$ cat src/rtl/core/vsfp_pkg.sv
// ----------------------------------------------------------------------------
// vsfp_pkg - vital sign frame parser shared definitions
// Frame layout, command codes, register map and counter widths.
// ----------------------------------------------------------------------------
package vsfp_pkg;

   // Frame layout
   localparam int unsigned FRAME_BYTES     = 88;
   localparam int unsigned RATE_POSITION   = 65;
   localparam int unsigned OXYGEN_POSITION = 66;
   localparam int unsigned POS_W           = 7;

   localparam logic [7:0] HEADER_BYTE = 8'hFF;

   // Item command codes
   localparam int unsigned CMD_W = 2;
   localparam logic [CMD_W-1:0] CMD_BYTE    = 2'd0;
   localparam logic [CMD_W-1:0] CMD_TICK    = 2'd1;
   localparam logic [CMD_W-1:0] CMD_RESTART = 2'd2;

   // Elapsed-time counters
   localparam int unsigned CNT_W = 17;
   localparam logic [CNT_W-1:0] COUNT_MAX = {CNT_W{1'b1}};

   // Register map (word index = paddr[4:2])
   localparam int unsigned ADDR_W = 5;
   localparam int unsigned REG_IDX_W = 3;
   localparam logic [REG_IDX_W-1:0] REG_START_INTERVAL   = 3'd0;
   localparam logic [REG_IDX_W-1:0] REG_RESTART_TIMEOUT  = 3'd1;
   localparam logic [REG_IDX_W-1:0] REG_VALID_TIMEOUT    = 3'd2;
   localparam logic [REG_IDX_W-1:0] REG_HEART_RATE_LIMIT = 3'd3;
   localparam logic [REG_IDX_W-1:0] REG_OXYGEN_LIMIT     = 3'd4;

   localparam logic [15:0] START_INTERVAL_RST   = 16'd200;
   localparam logic [15:0] RESTART_TIMEOUT_RST  = 16'd10000;
   localparam logic [15:0] VALID_TIMEOUT_RST    = 16'd5000;
   localparam logic [7:0]  HEART_RATE_LIMIT_RST = 8'd250;
   localparam logic [7:0]  OXYGEN_LIMIT_RST     = 8'd100;

endpackage

$ cat src/rtl/core/vsfp_channels.sv
// ----------------------------------------------------------------------------
// vsfp channels - request and result handshake channels
// Valid/ready channels carrying one item each.
// ----------------------------------------------------------------------------
interface vsfp_req_if
   import vsfp_pkg::*;
   ();
   logic             valid;
   logic             ready;
   logic [CMD_W-1:0] command;
   logic [7:0]       rx_data;

   modport source (output valid, command, rx_data, input ready);
   modport sink   (input valid, command, rx_data, output ready);
endinterface

interface vsfp_rsp_if;
   logic       valid;
   logic       ready;
   logic       send_start;
   logic       frame_done;
   logic [7:0] heart_rate;
   logic [7:0] oxygen_level;
   logic       reading_valid;
   logic       data_flowing;

   modport source (output valid, send_start, frame_done, heart_rate, oxygen_level,
                   reading_valid, data_flowing, input ready);
   modport sink   (input valid, send_start, frame_done, heart_rate, oxygen_level,
                   reading_valid, data_flowing, output ready);
endinterface

$ cat src/rtl/core/vital_sign_frame_parser_keepalive.sv
// ----------------------------------------------------------------------------
// vital_sign_frame_parser_keepalive - frame parser with start-command keepalive
// Result: registered, and valid in the cycle after the item is accepted.
// Throughput: one item per cycle; input stalls only while a result waits untaken.
// Reset: synchronous; state, counters, registers and result valid back to defaults.
// ----------------------------------------------------------------------------
module vital_sign_frame_parser_keepalive
   import vsfp_pkg::*;
(
   input  logic              clock,
   input  logic              reset,
   vsfp_req_if.sink          req_chan,
   vsfp_rsp_if.source        rsp_chan,
   input  logic              psel,
   input  logic              penable,
   input  logic              pwrite,
   input  logic [ADDR_W-1:0] paddr,
   input  logic [31:0]       pwdata,
   output logic [31:0]       prdata,
   output logic              pready
);

   // ------------------------------------------------------------------
   // Configuration registers
   // ------------------------------------------------------------------
   logic [15:0] start_interval_ff;
   logic [15:0] restart_timeout_ff;
   logic [15:0] valid_timeout_ff;
   logic [7:0]  rate_limit_ff;
   logic [7:0]  oxygen_limit_ff;

   logic                 csr_write;
   logic [REG_IDX_W-1:0] csr_index;

   assign pready    = 1'b1;
   assign csr_write = psel && penable && pwrite && pready;
   assign csr_index = paddr[ADDR_W-1:2];

   always_ff @(posedge clock) begin
      if (reset) begin
         start_interval_ff  <= START_INTERVAL_RST;
         restart_timeout_ff <= RESTART_TIMEOUT_RST;
         valid_timeout_ff   <= VALID_TIMEOUT_RST;
         rate_limit_ff      <= HEART_RATE_LIMIT_RST;
         oxygen_limit_ff    <= OXYGEN_LIMIT_RST;
      end else if (csr_write) begin
         case (csr_index)
            REG_START_INTERVAL:   start_interval_ff  <= pwdata[15:0];
            REG_RESTART_TIMEOUT:  restart_timeout_ff <= pwdata[15:0];
            REG_VALID_TIMEOUT:    valid_timeout_ff   <= pwdata[15:0];
            REG_HEART_RATE_LIMIT: rate_limit_ff      <= pwdata[7:0];
            REG_OXYGEN_LIMIT:     oxygen_limit_ff    <= pwdata[7:0];
            default: ;            // unmapped words ignore writes
         endcase
      end
   end

   always_comb begin
      case (csr_index)
         REG_START_INTERVAL:   prdata = {16'd0, start_interval_ff};
         REG_RESTART_TIMEOUT:  prdata = {16'd0, restart_timeout_ff};
         REG_VALID_TIMEOUT:    prdata = {16'd0, valid_timeout_ff};
         REG_HEART_RATE_LIMIT: prdata = {24'd0, rate_limit_ff};
         REG_OXYGEN_LIMIT:     prdata = {24'd0, oxygen_limit_ff};
         default:              prdata = 32'd0;
      endcase
   end

   // ------------------------------------------------------------------
   // Parser / keepalive state
   // ------------------------------------------------------------------
   logic [POS_W-1:0] byte_pos_ff,      byte_pos_in;
   logic             in_frame_ff,      in_frame_in;
   logic [7:0]       rate_capture_ff,  rate_capture_in;
   logic [7:0]       oxy_capture_ff,   oxy_capture_in;
   logic [7:0]       rate_held_ff,     rate_held_in;
   logic [7:0]       oxy_held_ff,      oxy_held_in;
   logic             good_ff,          good_in;
   logic             flowing_ff,       flowing_in;
   logic             frame_seen_ff,    frame_seen_in;
   logic [CNT_W-1:0] since_send_ff,    since_send_in;
   logic [CNT_W-1:0] since_frame_ff,   since_frame_in;
   logic [CNT_W-1:0] since_good_ff,    since_good_in;

   // output register
   logic       rsp_valid_ff;
   logic       send_ff,  send_in;
   logic       done_ff,  done_in;

   logic             req_take;
   logic [POS_W-1:0] pos_inc;
   logic [CNT_W-1:0] send_tick, frame_tick, good_tick;

   // Output stage frees itself when the result is taken in the same cycle
   assign req_chan.ready = !rsp_valid_ff || rsp_chan.ready;
   assign req_take       = req_chan.valid && req_chan.ready;

   assign pos_inc    = byte_pos_ff + 1'b1;
   assign send_tick  = (since_send_ff  == COUNT_MAX) ? COUNT_MAX : since_send_ff  + 1'b1;
   assign frame_tick = (since_frame_ff == COUNT_MAX) ? COUNT_MAX : since_frame_ff + 1'b1;
   assign good_tick  = (since_good_ff  == COUNT_MAX) ? COUNT_MAX : since_good_ff  + 1'b1;

   always_comb begin
      byte_pos_in     = byte_pos_ff;
      in_frame_in     = in_frame_ff;
      rate_capture_in = rate_capture_ff;
      oxy_capture_in  = oxy_capture_ff;
      rate_held_in    = rate_held_ff;
      oxy_held_in     = oxy_held_ff;
      good_in         = good_ff;
      flowing_in      = flowing_ff;
      frame_seen_in   = frame_seen_ff;
      since_send_in   = since_send_ff;
      since_frame_in  = since_frame_ff;
      since_good_in   = since_good_ff;
      send_in         = 1'b0;
      done_in         = 1'b0;

      case (req_chan.command)
         CMD_BYTE: begin
            if (req_chan.rx_data == HEADER_BYTE) begin
               // any header byte restarts the frame, even mid-frame
               byte_pos_in = POS_W'(1);
               in_frame_in = 1'b1;
            end else if (in_frame_ff) begin
               if (byte_pos_ff == POS_W'(RATE_POSITION)) begin
                  rate_capture_in = req_chan.rx_data;
               end
               if (byte_pos_ff == POS_W'(OXYGEN_POSITION)) begin
                  oxy_capture_in = req_chan.rx_data;
               end
               byte_pos_in = pos_inc;
               if (pos_inc >= POS_W'(FRAME_BYTES)) begin
                  // last byte: latch reading, check ranges
                  done_in        = 1'b1;
                  since_frame_in = '0;
                  frame_seen_in  = 1'b1;
                  flowing_in     = 1'b1;
                  rate_held_in   = rate_capture_in;
                  oxy_held_in    = oxy_capture_in;
                  if (rate_capture_in != 8'd0 && rate_capture_in <= rate_limit_ff &&
                      oxy_capture_in != 8'd0 && oxy_capture_in <= oxygen_limit_ff) begin
                     since_good_in = '0;
                     good_in       = 1'b1;
                  end
                  in_frame_in = 1'b0;
                  byte_pos_in = '0;
               end
            end
         end
         CMD_TICK: begin
            since_send_in  = send_tick;
            since_frame_in = frame_tick;
            since_good_in  = good_tick;
            if (good_ff && good_tick > {1'b0, valid_timeout_ff}) begin
               good_in = 1'b0;
            end
            if (!flowing_ff) begin
               if (send_tick >= {1'b0, start_interval_ff}) begin
                  send_in       = 1'b1;
                  since_send_in = '0;
               end
            end else if (frame_seen_ff && frame_tick > {1'b0, restart_timeout_ff}) begin
               // frames stopped: back to start-command phase
               flowing_in = 1'b0;
               good_in    = 1'b0;
            end
         end
         CMD_RESTART: begin
            flowing_in    = 1'b0;
            since_send_in = COUNT_MAX;   // next tick requests at once
         end
         default: ;                      // unused code: state unchanged
      endcase
   end

   always_ff @(posedge clock) begin
      if (reset) begin
         byte_pos_ff     <= '0;
         in_frame_ff     <= 1'b0;
         rate_capture_ff <= '0;
         oxy_capture_ff  <= '0;
         rate_held_ff    <= '0;
         oxy_held_ff     <= '0;
         good_ff         <= 1'b0;
         flowing_ff      <= 1'b0;
         frame_seen_ff   <= 1'b0;
         since_send_ff   <= COUNT_MAX;
         since_frame_ff  <= '0;
         since_good_ff   <= '0;
      end else if (req_take) begin
         byte_pos_ff     <= byte_pos_in;
         in_frame_ff     <= in_frame_in;
         rate_capture_ff <= rate_capture_in;
         oxy_capture_ff  <= oxy_capture_in;
         rate_held_ff    <= rate_held_in;
         oxy_held_ff     <= oxy_held_in;
         good_ff         <= good_in;
         flowing_ff      <= flowing_in;
         frame_seen_ff   <= frame_seen_in;
         since_send_ff   <= since_send_in;
         since_frame_ff  <= since_frame_in;
         since_good_ff   <= since_good_in;
      end
   end

   // ------------------------------------------------------------------
   // Result register: held/flags already reflect the item's update
   // ------------------------------------------------------------------
   always_ff @(posedge clock) begin
      if (reset) begin
         rsp_valid_ff <= 1'b0;
      end else if (req_take) begin
         rsp_valid_ff <= 1'b1;
      end else if (rsp_chan.ready) begin
         rsp_valid_ff <= 1'b0;
      end
   end

   always_ff @(posedge clock) begin
      if (req_take) begin
         send_ff <= send_in;
         done_ff <= done_in;
      end
   end

   assign rsp_chan.valid         = rsp_valid_ff;
   assign rsp_chan.send_start    = send_ff;
   assign rsp_chan.frame_done    = done_ff;
   assign rsp_chan.heart_rate    = rate_held_ff;
   assign rsp_chan.oxygen_level  = oxy_held_ff;
   assign rsp_chan.reading_valid = good_ff;
   assign rsp_chan.data_flowing  = flowing_ff;

`ifndef NO_ASSERTIONS
   // a start request is only raised while frames are not flowing
   assert property (@(posedge clock) disable iff (reset)
      rsp_chan.valid && rsp_chan.send_start |-> !rsp_chan.data_flowing)
      else $error("start request while flowing");

   // a completed frame always puts the block in flowing state
   assert property (@(posedge clock) disable iff (reset)
      rsp_chan.valid && rsp_chan.frame_done |-> rsp_chan.data_flowing)
      else $error("frame done without flowing");

   // outside a frame the byte position is parked at zero
   assert property (@(posedge clock) disable iff (reset)
      !in_frame_ff |-> byte_pos_ff == '0)
      else $error("byte position nonzero outside frame");

   // every accepted item produces a result in the next cycle
   assert property (@(posedge clock) disable iff (reset)
      req_take |=> rsp_valid_ff)
      else $error("accepted item produced no result");

   // a request and a frame completion never share one item
   assert property (@(posedge clock) disable iff (reset)
      rsp_chan.valid |-> !(rsp_chan.send_start && rsp_chan.frame_done))
      else $error("send and frame done together");
`endif

endmodule
$ cat src/flat_wrapper.sv
// flat-port wrapper written by rule: the top's interface ports become plain ports
module vital_sign_frame_parser_keepalive_flat import vsfp_pkg::*;
  (clock, reset, psel, penable, pwrite, paddr, pwdata, prdata, pready, req_chan_valid, req_chan_command, req_chan_rx_data, req_chan_ready, rsp_chan_valid, rsp_chan_send_start, rsp_chan_frame_done, rsp_chan_heart_rate, rsp_chan_oxygen_level, rsp_chan_reading_valid, rsp_chan_data_flowing, rsp_chan_ready);
  vsfp_req_if req_chan_i ();
  vsfp_rsp_if rsp_chan_i ();
  input  logic clock;
  input  logic reset;
  input  logic psel;
  input  logic penable;
  input  logic pwrite;
  input  logic [ADDR_W-1:0] paddr;
  input  logic [31:0] pwdata;
  output logic [31:0] prdata;
  output logic pready;
  input wire logic [$bits(req_chan_i.valid)-1:0] req_chan_valid;
  input wire logic [$bits(req_chan_i.command)-1:0] req_chan_command;
  input wire logic [$bits(req_chan_i.rx_data)-1:0] req_chan_rx_data;
  output wire logic [$bits(req_chan_i.ready)-1:0] req_chan_ready;
  output wire logic [$bits(rsp_chan_i.valid)-1:0] rsp_chan_valid;
  output wire logic [$bits(rsp_chan_i.send_start)-1:0] rsp_chan_send_start;
  output wire logic [$bits(rsp_chan_i.frame_done)-1:0] rsp_chan_frame_done;
  output wire logic [$bits(rsp_chan_i.heart_rate)-1:0] rsp_chan_heart_rate;
  output wire logic [$bits(rsp_chan_i.oxygen_level)-1:0] rsp_chan_oxygen_level;
  output wire logic [$bits(rsp_chan_i.reading_valid)-1:0] rsp_chan_reading_valid;
  output wire logic [$bits(rsp_chan_i.data_flowing)-1:0] rsp_chan_data_flowing;
  input wire logic [$bits(rsp_chan_i.ready)-1:0] rsp_chan_ready;
  assign req_chan_i.valid = req_chan_valid;
  assign req_chan_i.command = req_chan_command;
  assign req_chan_i.rx_data = req_chan_rx_data;
  assign req_chan_ready = req_chan_i.ready;
  assign rsp_chan_valid = rsp_chan_i.valid;
  assign rsp_chan_send_start = rsp_chan_i.send_start;
  assign rsp_chan_frame_done = rsp_chan_i.frame_done;
  assign rsp_chan_heart_rate = rsp_chan_i.heart_rate;
  assign rsp_chan_oxygen_level = rsp_chan_i.oxygen_level;
  assign rsp_chan_reading_valid = rsp_chan_i.reading_valid;
  assign rsp_chan_data_flowing = rsp_chan_i.data_flowing;
  assign rsp_chan_i.ready = rsp_chan_ready;
  vital_sign_frame_parser_keepalive u_core (.clock(clock), .reset(reset), .req_chan(req_chan_i), .rsp_chan(rsp_chan_i), .psel(psel), .penable(penable), .pwrite(pwrite), .paddr(paddr), .pwdata(pwdata), .prdata(prdata), .pready(pready));
endmodule
$ cat config.mk
export PLATFORM = sky130hd
export DESIGN_NAME = vital_sign_frame_parser_keepalive_flat
export DESIGN_NICKNAME = d
export VERILOG_FILES = /design/src/rtl/core/vsfp_pkg.sv /design/src/rtl/core/vsfp_channels.sv /design/src/rtl/core/vital_sign_frame_parser_keepalive.sv /design/src/flat_wrapper.sv
export SDC_FILE = /design/constraint.sdc
export NUM_CORES = 1
export LEC_CHECK = 0
export BUFFER_PORTS_ARGS = -buffer_cell sky130_fd_sc_hd__buf_2
export CAP_MARGIN = 20
export CORE_MARGIN = 2
export CORE_UTILIZATION = 47
export DETAILED_ROUTE_END_ITERATION = 16
export HOLD_SLACK_MARGIN = 0.06
export MAX_ROUTING_LAYER = met4
export PLACE_DENSITY = 0.67
export SYNTH_ARGS = -nofsm -noshare
export SYNTH_HDL_FRONTEND = slang
export SYNTH_SLANG_ARGS = --single-unit
$ cat constraint.sdc
create_clock -name clock -period 3.95 [get_ports clock]
set_input_delay 0.1975 -clock clock [delete_from_list [all_inputs] [get_ports clock]]
set_output_delay 0.1975 -clock clock [all_outputs]
set_load 0.005 [all_outputs]
==> run metrics, run 1 <==
Finish-stage setup viols 0; Synth Area in Compound Gates 0.175; worst endpoint required time approximately 4.2 ns; routability congestion estimate roughly 0.90; via count between 8000 and 9000; Overflow after GRT 0; DIE AREA ~0.022 mm2; ranking of synthesized cells by area dfxtp_1 (32%), ha_1 (9.3%), nand2_1 (7.6%); top fanout value on the critical path 6; clock slew at reported path FFs about 0.080 ns; worst-path cell chain ha_1, nand2_1, nor3_2, buf_4, nand4_1, xor2_1, nand2_1, ha_1, nand3_1, or3_1, a311o_1, nor3b_1, o21ai_1, and2_1, o32ai_1; DRC viols 0; Worst-Skew Late Latency around 0.44 ns; DP HPWL roughly 19000 um; count leader, synth nand2_1; kind of critical path reg -> reg; CTS tree done; top-area cell type share of the netlist area 0.321; slowest CP cell or3_1; initial DRC count 616; Cells after Synth ~1300; Synth warnings 0; worst path arrival time about 3.8 ns; worst r2r src u_core.since_frame_ff[0]; RSZ-0062 raised after global routing false; FF+latch count, synth between 150 and 200; Avg WL per Cell around 16 um; fraction of layout cells with a size suffix above 1 0.119; H-tree depth 4; FFs w/ async S/R, synth 0; initial antenna violation count 0; Final Hold Viols 0; WP depth 15; cell count of the worst reg-to-reg path 15; global-route wire length before repair around 42000 um; layout net count 1454; std cell rows 53; Peak supply drop 0.000221 V; count of different cell masters after synthesis 66; Area Growth Syn to Fin 12.7%; post-cts resize count 0; Sum Neg Setup Slack 0 ns; DRT antenna net count 0; Synth top cells by count nand2_1 (200), dfxtp_1 (159), nor2_1 (129); final WL 26400 um; CTS Buf Count 17; number of synthesized flops with an enable pin 2; Max Freq ~280 MHz; crit end category flip-flop; largest net degree at the start of global routing 60; Startpoint Class flip-flop; post-synth top area cell dfxtp_1; post-synthesis sequential area ratio 0.327; hold_ws between 0.06 and 0.07 ns; post-synthesis mux area share 0.0515; skew final approximately 0.010 ns; All-Layer GR Usage 0.246; vias in the first global route around 8300; IO buf count between 70 and 80; largest family of logic cells by synthesized area simple AND/OR/NAND/NOR gates; Root Driver clkbuf_16; Top delay family on crit path simple AND/OR/NAND/NOR gates; core area 0.0209 mm2; Post-Synth XOR/XNOR Area 0.0345; P per Cell Area 376 mW/mm2; TritonRoute pass-1 iters 5; outcome complete, no violations; Die H roughly 150 um; Sink Count between 150 and 200; Max Root-Sink Buffers 2; diodes inserted 0; worst-margin pin slew slightly above 0.9 ns; Slew headroom 0.378; initial cell density of the core 0.475; final worst-path cycle share 0.899; Leak Pwr between 4 and 5 nW; critical path endpoint u_core.rsp_chan.reading_valid; Die Wd about 150 um; worst min path class in -> reg; Synth Area in Simple Gates 0.241; Critical Path Max Stage Delay ~0.44 ns; Vias/cell 5.55; Max-Cap Viols 0; max-slew violation count 0; post-synthesis adder-cell area fraction 0.0934; crit path time final between 3 and 4 ns; top_reg_cell synth dfxtp_1; Worst R2R Setup Slack 0.40 ns; r2r endpoint u_core.rsp_chan.reading_valid; Mapped Area a little under 0.01 mm2; I/O Pins about 110; Buf/Inv on CP 1; Worst Setup SP u_core.since_frame_ff[0]; Avg Synthesized Cell Area ~7.8 um2
per-layer routing:
| layer | up-vias | GRT usage | part of all wire |
|---|---|---|---|
| met2 | 209 | 0.392 | 0.47 |
| met1 | 4202 | 0.321 | 0.46 |
| li1 | 4501 | - | - |
| met4 | 0 | 0.0786 | 0.024 |
| met5 | - | - | 0 |
| met3 | 38 | 0.0376 | 0.044 |
cells by family (layout without fill, tap and decap cells):
family,after synthesis,count (layout)
other,2,17
and+or+nand+nor,504,504
AOI/OAI and AO/OA,263,263
muxes,51,51
DFF,161,161
buffers and inverters,177,230
xor gates and xnor gates,39,39
adders and majority gates,74,74
worst min-delay path by stage:
stage	startpoint	cells after the start	to	slack (ns)
after floorplan	pwdata[2]	2	u_core.oxygen_limit_ff[2]	0.32
after global placement	u_core.valid_timeout_ff[15]	2	u_core.valid_timeout_ff[15]	0.46
after detailed placement	u_core.valid_timeout_ff[15]	2	u_core.valid_timeout_ff[15]	0.47
after CTS	pwdata[12]	3	u_core.restart_timeout_ff[12]	0.06
after global routing	pwdata[12]	3	u_core.restart_timeout_ff[12]	0.07
final	pwdata[12]	3	u_core.restart_timeout_ff[12]	0.07
area by class of cell:
| cell class | count | area (um2) |
|---|---|---|
| well taps | 275 | 344 |
| multi-input cells | 948 | 5960 |
| fillers | 1988 | 9720 |
| flip-flops and latches | 161 | 3240 |
| clock inverters | 15 | 185 |
| inverters | 92 | 345 |
| clock buffers | 17 | 425 |
| repair buffers | 106 | 668 |
cell usage in the layout (no fill, tap or decap), drive strengths merged, types with 3 or more instances in the layout:
cell         count
a211oi          36
a21o             6
a21oi          110
a22oi           13
a31oi           16
and2            13
and3            15
and4             6
buf             98
clkbuf          17
clkinv           8
conb            17
dfxtp          159
dlygate4sd3      8
ha              74
inv             98
mux2i           51
nand2          200
nand2b           8
nand3           31
nand3b          12
nand4           19
nor2           129
nor2b           12
nor3            16
nor3b            3
nor4            22
o2111ai          7
o211ai          21
o21ai           22
o221a            7
o22ai           11
o32ai            3
or2              8
or3              5
xnor2           20
xor2            19
metrics by stage:
stage	cell area, um2	power (mW)	util	setup slack, ns	std cells
after CTS	11200	4.22	0.535	0.462	1614
after floorplan	9970	2.27	-	0.564	1286
after global placement	10500	2.48	0.500	0.530	1573
after global routing	11200	4.38	0.535	0.140	1614
final	11200	4.20	0.535	0.397	1614
after detailed placement	10500	2.49	0.502	0.469	1574
sequential cells by signal, summed over array words and instances, names as in the netlist:
name and cells:
u_core.byte_pos_ff 7, u_core.frame_seen_ff 1, u_core.in_frame_ff 1, u_core.oxy_capture_ff 8
u_core.oxygen_limit_ff 8, u_core.rate_capture_ff 8, u_core.rate_limit_ff 8, u_core.restart_timeout_ff 16
u_core.rsp_chan.data_flowing 1, u_core.rsp_chan.frame_done 1, u_core.rsp_chan.heart_rate 8, u_core.rsp_chan.oxygen_level 8
u_core.rsp_chan.reading_valid 1, u_core.rsp_chan.send_start 1, u_core.rsp_chan.valid 1, u_core.since_frame_ff 17
u_core.since_good_ff 17, u_core.since_send_ff 17, u_core.start_interval_ff 16, u_core.valid_timeout_ff 16
worst register-to-register path, stage by stage (launching register included):
cell and delay (ns):
dfxtp_1 0.41, ha_1 0.24, nand2_1 0.10, nor3_2 0.19, buf_4 0.18, nand4_1 0.12, xor2_1 0.16, nand2_1 0.11
ha_1 0.33, nand3_1 0.09, or3_1 0.44, a311o_1 0.29, nor3b_1 0.14, o21ai_1 0.34, and2_1 0.19, o32ai_1 0.08
what timing repair did:
action	4_1_cts	5_1_grt
hold endpoints to repair	21	0
setup buffers	0	0
hold buffers	8	0
power breakdown:
part,internal [mW],switching (mW),total [mW]
clock,0.916,0.811,1.73
combinational,0.299,0.456,0.754
sequential,1.67,0.0481,1.71
No activity file was read; power rests on OpenSTA's default activity.
==> run 2: changes to the inputs <==
--- a/config.mk
+++ b/config.mk
@@ -5,6 +5,7 @@
 export SDC_FILE = /design/constraint.sdc
 export NUM_CORES = 1
 export LEC_CHECK = 0
+export ABC_AREA = 1
 export BUFFER_PORTS_ARGS = -buffer_cell sky130_fd_sc_hd__buf_2
 export CAP_MARGIN = 20
 export CORE_MARGIN = 2
==> run 2 against run 1 <==
Net effect:
- sequential cell count is the same
- largest power group is now sequential cells
- non-clock buffer count shrank 19
- clock-buffer cell count is the same
- utilization grew 0.17 points
- critical path type unchanged
==> run metrics, run 2 <==
outcome complete, no violations; Cells after Synth 1406 (+11%); DRT antenna net count 0 (unchanged); Root Driver clkbuf_16; count of different cell masters after synthesis 55 (-17%); clock slew at reported path FFs 0.07 ns (about the same); fill count 1954 (-1.7%); diodes inserted 0 (unchanged); worst-margin pin slew 1.01 ns (+0.0799 ns); initial antenna violation count 0 (unchanged); Startpoint Class flip-flop; Post-CTS Hold Fix Bufs 6 (-2); std cell rows 52 (-1.9%); DP HPWL 19100 um (-0.54%); Area Growth Syn to Fin 11.2%; top_reg_cell synth dfxtp_1; Avg Synthesized Cell Area 7.01 um2 (-10%); Worst-Skew Late Latency 0.44 ns (about the same); biggest regs u_core.since_frame_ff (17), u_core.since_good_ff (17), u_core.since_send_ff (17); crit end category flip-flop; worst path arrival time 3.89 ns (+0.05 ns); Sum Neg Setup Slack 0 ns (unchanged); max-slew violation count 0 (unchanged); layout net count 1589 (+9.3%); crit path time final 3.52 ns (-0.0294 ns); FF+latch count, synth 161 (unchanged); ranking of synthesized cells by area dfxtp_1 (32%), nand2_1 (12%), ha_1 (9.4%); number of synthesized flops with an enable pin 2 (unchanged); fin area 0.0110 mm2 (-1.9%); core area 0.0204 mm2 (-2.2%); largest family of logic cells by synthesized area simple AND/OR/NAND/NOR gates; TritonRoute pass-1 iters 6 (+1); Post-Synth XOR/XNOR Area 0.0212 (-0.0133); DIE AREA 0.0221 mm2 (-0.59%); most frequent cells in the layout nand2_1 (309), inv_1 (190), dfxtp_1 (159), a21oi_1 (137), o21ai_0 (92); Final Hold Viols 0 (unchanged); Cell Area, Placed 0.0103 mm2 (-1.6%); Slew headroom 0.326 (-0.0520); global-route wire length before repair 42900 um (+0.88%); final WL 26300 um (about the same); skew final 0.0140 ns (+0.00355 ns); Mapped Area 0.00985 mm2 (-0.61%); via count 9247 (+3.3%); post-cts resize count 0 (unchanged); initial cell density of the core 0.482 (+0.00773); FFs w/ async S/R, synth 0 (unchanged); Vias/cell 5.30 (-4.4%); largest net degree at the start of global routing 82 (+37%); Finish-stage setup viols 0 (unchanged); post-synthesis mux area share 0 (-0.0515); DRC viols 0 (unchanged); final worst-path cycle share 0.892 (-0.00744); I/O Pins 109 (unchanged); Max Root-Sink Buffers 2 (unchanged); Synth Area in Simple Gates 0.258 (+0.0177); most common cell after layout, fill and taps aside nand2_1; H-tree depth 4 (unchanged); IO buf count 73 (unchanged); Avg WL per Cell 15.1 um (-7.5%); post-synthesis adder-cell area fraction 0.0940 (+0.000569); met2 wire len 11900 um (-3.2%); count leader, synth nand2_1; initial DRC count 577 (-6.3%); top fanout value on the critical path 16 (+10); Synth top cells by count nand2_1 (309), inv_1 (191), dfxtp_1 (159); post-synthesis sequential area ratio 0.329 (+0.00199); fraction of layout cells with a size suffix above 1 0.118 (-0.00145); Die Wd 149 um (-0.29%); P per Cell Area 350 mW/mm2 (-6.8%); worst endpoint required time 4.32 ns (+0.09 ns); Top Metal Used met4; post-CTS setup buffers 0 (unchanged); kind of critical path reg -> reg; Max Freq 284 MHz (+0.83%); met1 wire length 12500 um (+1.9%); Die H 149 um (-0.29%); Overflow after GRT 0 (unchanged); CTS Buf Count 17 (unchanged); vias in the first global route 8608 (+3.2%); Synth warnings 0 (unchanged); CTS tree done; Peak supply drop 0.000236 V (+6.9%); All-Layer GR Usage 0.251 (+0.00514); Leak Pwr 5.20 nW (+6.5%); Synth Area in Compound Gates 0.185 (+0.0107); top-area cell type share of the netlist area 0.323 (+0.00196); worst min path class in -> reg; post-synth top area cell dfxtp_1; routability congestion estimate 0.873 (-3.2%); Sink Count 161 (unchanged); Max-Cap Viols 0 (unchanged); met3 routed WL 1240 um (+5.8%); RSZ-0062 raised after global routing false
run 2: changes by cell type after synthesis, sizes merged, moves of 12 or more:
cell and delta:
mux2i -51, nand2 +127, nand3 +55, inv +106, nor2b -12, nor4 -19, nor2 -33, o21ai +72
and3 -14, and2 -13, a31oi -16, a21oi +37, a211oi -31
run 2: metrics by stage:
step / utilization / setup WS (ns) / power (mW) / std cells / hold slack [ns]
6_report: 0.536 / 0.427 / 3.83 / 1744 / 0.0953
5_1_grt: 0.536 / 0.0981 / 3.99 / 1744 / 0.0980
4_1_cts: 0.536 / 0.468 / 3.85 / 1744 / 0.0854
3_5_place_dp: 0.505 / 0.515 / 2.18 / 1706 / 0.445
3_3_place_gp: 0.505 / 0.565 / 2.17 / 1706 / 0.439
2_1_floorplan: - / 1.12 / 2.06 / 1421 / 0.324
run 2: area by class of cell:
| cell class | count | area [um2] | share of cell area |
|---|---|---|---|
| Timing Repair Buffer | 87 | 485 | 0.0443 |
| Clock buffer | 17 | 425 | 0.0388 |
| Tap cell | 270 | 338 | 0.0308 |
| Clock inverter | 15 | 158 | 0.0144 |
| Inverter | 197 | 739 | 0.0675 |
| Sequential cell | 161 | 3240 | 0.296 |
| Multi-Input combinational cell | 997 | 5570 | 0.508 |
run 2: layer usage:
metal,GRT usage,vias up
li1,-,4728
met5,-,-
met3,0.0327,45
met1,0.331,4225
met4,0.0910,0
met2,0.397,249
run 2: where the power goes:
part | switching [mW] | total [mW] | internal (mW)
registers | 0.0284 | 1.68 | 1.66
clock network | 0.744 | 1.68 | 0.938
logic | 0.302 | 0.468 | 0.166
total | 1.07 | 3.83 | 2.76
run 2: worst max-delay path, cell delays in order, from the launching register on:
cell and delay (ns):
dfxtp_1 0.38, ha_1 0.20, nand3_1 0.13, nand3b_4 0.19, nor2_2 0.15, nand3_1 0.39
o21ai_0 0.29, ha_1 0.31, a21oi_1 0.14, nor2_1 0.05, nor2_1 0.07, nand2_1 0.07
o21bai_1 0.14, nand3_1 0.08, nand2_1 0.07, nand3_2 0.14, nand2_2 0.32, nand2_1 0.10
nand2_1 0.07, nand2_1 0.07, nand2_1 0.06
run 2: final timing paths:
| path | start | endpoint | slack, ns | cells after the start |
|---|---|---|---|---|
| max | u_core.since_send_ff[0] | u_core.since_send_ff[2] | 0.43 | 20 |
| min | pwdata[2] | u_core.oxygen_limit_ff[2] | 0.1 | 3 |
| max reg2reg | u_core.since_send_ff[0] | u_core.since_send_ff[2] | 0.43 | 20 |
| min reg2reg | u_core.oxy_capture_ff[7] | u_core.oxy_capture_ff[7] | 0.45 | 2 |
run 2: cell families after synthesis:
logic type | after synthesis
buf+inv | 263
compound gates | 314
simple gates | 569
xor+xnor | 23
flops | 161
other cells | 2
fa+ha+maj | 74
==> run 3: changes to the inputs <==
--- a/config.mk
+++ b/config.mk
@@ -8,8 +8,10 @@
 export ABC_AREA = 1
 export BUFFER_PORTS_ARGS = -buffer_cell sky130_fd_sc_hd__buf_2
 export CAP_MARGIN = 20
+export CORE_ASPECT_RATIO = 1.2
 export CORE_MARGIN = 2
 export CORE_UTILIZATION = 47
+export CTS_CLUSTER_SIZE = 30
 export DETAILED_ROUTE_END_ITERATION = 16
 export HOLD_SLACK_MARGIN = 0.06
 export MAX_ROUTING_LAYER = met4
==> run 3 against run 2 <==
Net effect:
- via count rose by 0.70%
- first-iteration DRC count rose by 5.5%
- utilization fell by 0.66 points
- clock-buffer cell count did not move
- sequential cell count did not move
- critical path type unchanged
- largest cell class unchanged
==> run metrics, run 3 (synthesis gave the netlist of run 2 again) <==
Startpoint Class flip-flop; std cell rows 58 (+12%); diodes inserted 0 (unchanged); Peak supply drop 0.000306 V (+29%); H-tree depth 4 (unchanged); max-slew violation count 0 (unchanged); most frequent cells in the layout nand2_1 (309), inv_1 (190), dfxtp_1 (159), a21oi_1 (137), o21ai_0 (92); Max Root-Sink Buffers 2 (unchanged); Slew headroom 0.302 (-0.0246); DRC viols 0 (unchanged); final WL 25900 um (-1.8%); worst-path cell chain ha_1, nand3_1, nand3b_4, nor2_2, nand2_1, nor2_1, nand2_1, xor2_1, nand2_1, ha_1, nand2_1, nor2_1, nor2_1, nand2_1, o21bai_1, nand3_1, nand2_1, nand3_2, nand2_2, nand2_1, nand2_1, nand2_1, nand2_1; top fanout value on the critical path 16 (unchanged); fill count 2043 (+4.6%); clock slew at reported path FFs 0.07 ns (about the same); P per Cell Area 349 mW/mm2 (-0.15%); worst-margin pin slew 1.05 ns (+0.0369 ns); CTS tree done; skew final 0.00924 ns (-0.00478 ns); Critical Path Max Stage Delay 0.38 ns (about the same); Avg WL per Cell 14.8 um (-1.9%); IO buf count 73 (unchanged); Max Freq 299 MHz (+5.5%); outcome complete, no violations; routability congestion estimate 0.890 (+2.0%); slowest CP cell dfxtp_1; post-CTS setup buffers 0 (unchanged); Die H 163 um (+9.3%); initial cell density of the core 0.475 (-0.00756); Root Driver clkbuf_16; initial DRC count 609 (+5.5%); Vias/cell 5.33 (+0.59%); final worst-path cycle share 0.845 (-0.0467); CTS Buf Count 17 (unchanged); Die Wd 136 um (-8.5%); Leak Pwr 5.22 nW (+0.50%); worst path arrival time 3.72 ns (-0.17 ns); Worst-Skew Late Latency 0.44 ns (about the same); All-Layer GR Usage 0.248 (-0.00269); DRT antenna net count 0 (unchanged); layout net count 1591 (+0.13%); kind of critical path reg -> reg; crit end category flip-flop; Finish-stage setup viols 0 (unchanged); largest net degree at the start of global routing 82 (unchanged); worst endpoint required time 4.33 ns (about the same); most used cell, CP nand2_1; RSZ-0062 raised after global routing false; TritonRoute pass-1 iters 5 (-1); most common cell after layout, fill and taps aside nand2_1; DIE AREA 0.0221 mm2 (about the same); I/O Pins 109 (unchanged); fraction of layout cells with a size suffix above 1 0.119 (+0.00120); crit path time final 3.34 ns (-0.185 ns); Final Hold Viols 0 (unchanged); Max-Cap Viols 0 (unchanged); Area Growth Syn to Fin 11.6%; global-route wire length before repair 42200 um (-1.4%); core area 0.0208 mm2 (+1.6%); Sink Count 161 (unchanged); Overflow after GRT 0 (unchanged); biggest regs u_core.since_frame_ff (17), u_core.since_good_ff (17), u_core.since_send_ff (17); worst min path class in -> reg; initial antenna violation count 0 (unchanged); DP HPWL 19300 um (+0.88%); final core occ 0.530 (-0.00660); via count 9312 (+0.70%); vias in the first global route 8621 (+0.15%); Sum Neg Setup Slack 0 ns (unchanged)
run 3: final cells by class:
cell class | count | area [um2] | area share
clock buffers | 17 | 425 | 0.0387
clock inverters | 15 | 168 | 0.0152
inverters | 197 | 739 | 0.0673
multi-input cells | 997 | 5570 | 0.506
flip-flops and latches | 161 | 3240 | 0.295
well taps | 270 | 338 | 0.0307
repair buffers | 89 | 513 | 0.0467
run 3: path summary, 6_finish.rpt:
path / cells past startpoint / endpoint / slack (ns) / startpoint
hold reg to reg: 2 / u_core.oxy_capture_ff[2] / 0.46 / u_core.oxy_capture_ff[2]
hold / removal: 3 / u_core.start_interval_ff[3] / 0.08 / pwdata[3]
setup / recovery: 23 / u_core.since_send_ff[2] / 0.61 / u_core.since_send_ff[0]
setup reg to reg: 23 / u_core.since_send_ff[2] / 0.61 / u_core.since_send_ff[0]
run 3: where the power goes:
part	leakage [nW]	total [mW]	switching [mW]	internal (mW)
sequential	1.31	1.68	0.0277	1.66
clock	0.291	1.69	0.786	0.901
combinational	3.62	0.471	0.302	0.169
run 3: critical path: cells and delay by family (launching register included):
kind,cells,cell delay (ns)
fa+ha+maj,2,0.52
compound gates,1,0.17
xor+xnor,1,0.16
simple gates,19,2.05
flops,1,0.38
run 3: per-layer routing:
| metal | up-vias | track usage | share of wire |
|---|---|---|---|
| li1 | 4754 | - | - |
| met1 | 4274 | 0.290 | 0.44 |
| met2 | 229 | 0.423 | 0.49 |
| met3 | 55 | 0.0349 | 0.043 |
| met4 | 0 | 0.109 | 0.035 |
| met5 | - | - | 0 |
run 3: timing repair:
item	CTS	global route
endpoints found under the setup margin	0	0
gates resized for setup	0	0
hold buffers	6	0
endpoints found under the hold margin	8	0
run 3: metrics by stage:
step / setup slack, ns / instance area (um2) / hold slack, ns / instances / total power, mW
after global placement: 0.639 / 10300 / 0.443 / 1707 / 2.17
after floorplan: 1.12 / 9910 / 0.324 / 1421 / 2.06
final: 0.611 / 11000 / 0.0769 / 1746 / 3.84
after global routing: 0.202 / 11000 / 0.0751 / 1746 / 4.00
after detailed placement: 0.647 / 10300 / 0.445 / 1708 / 2.18
after CTS: 0.614 / 11000 / 0.0630 / 1746 / 3.86
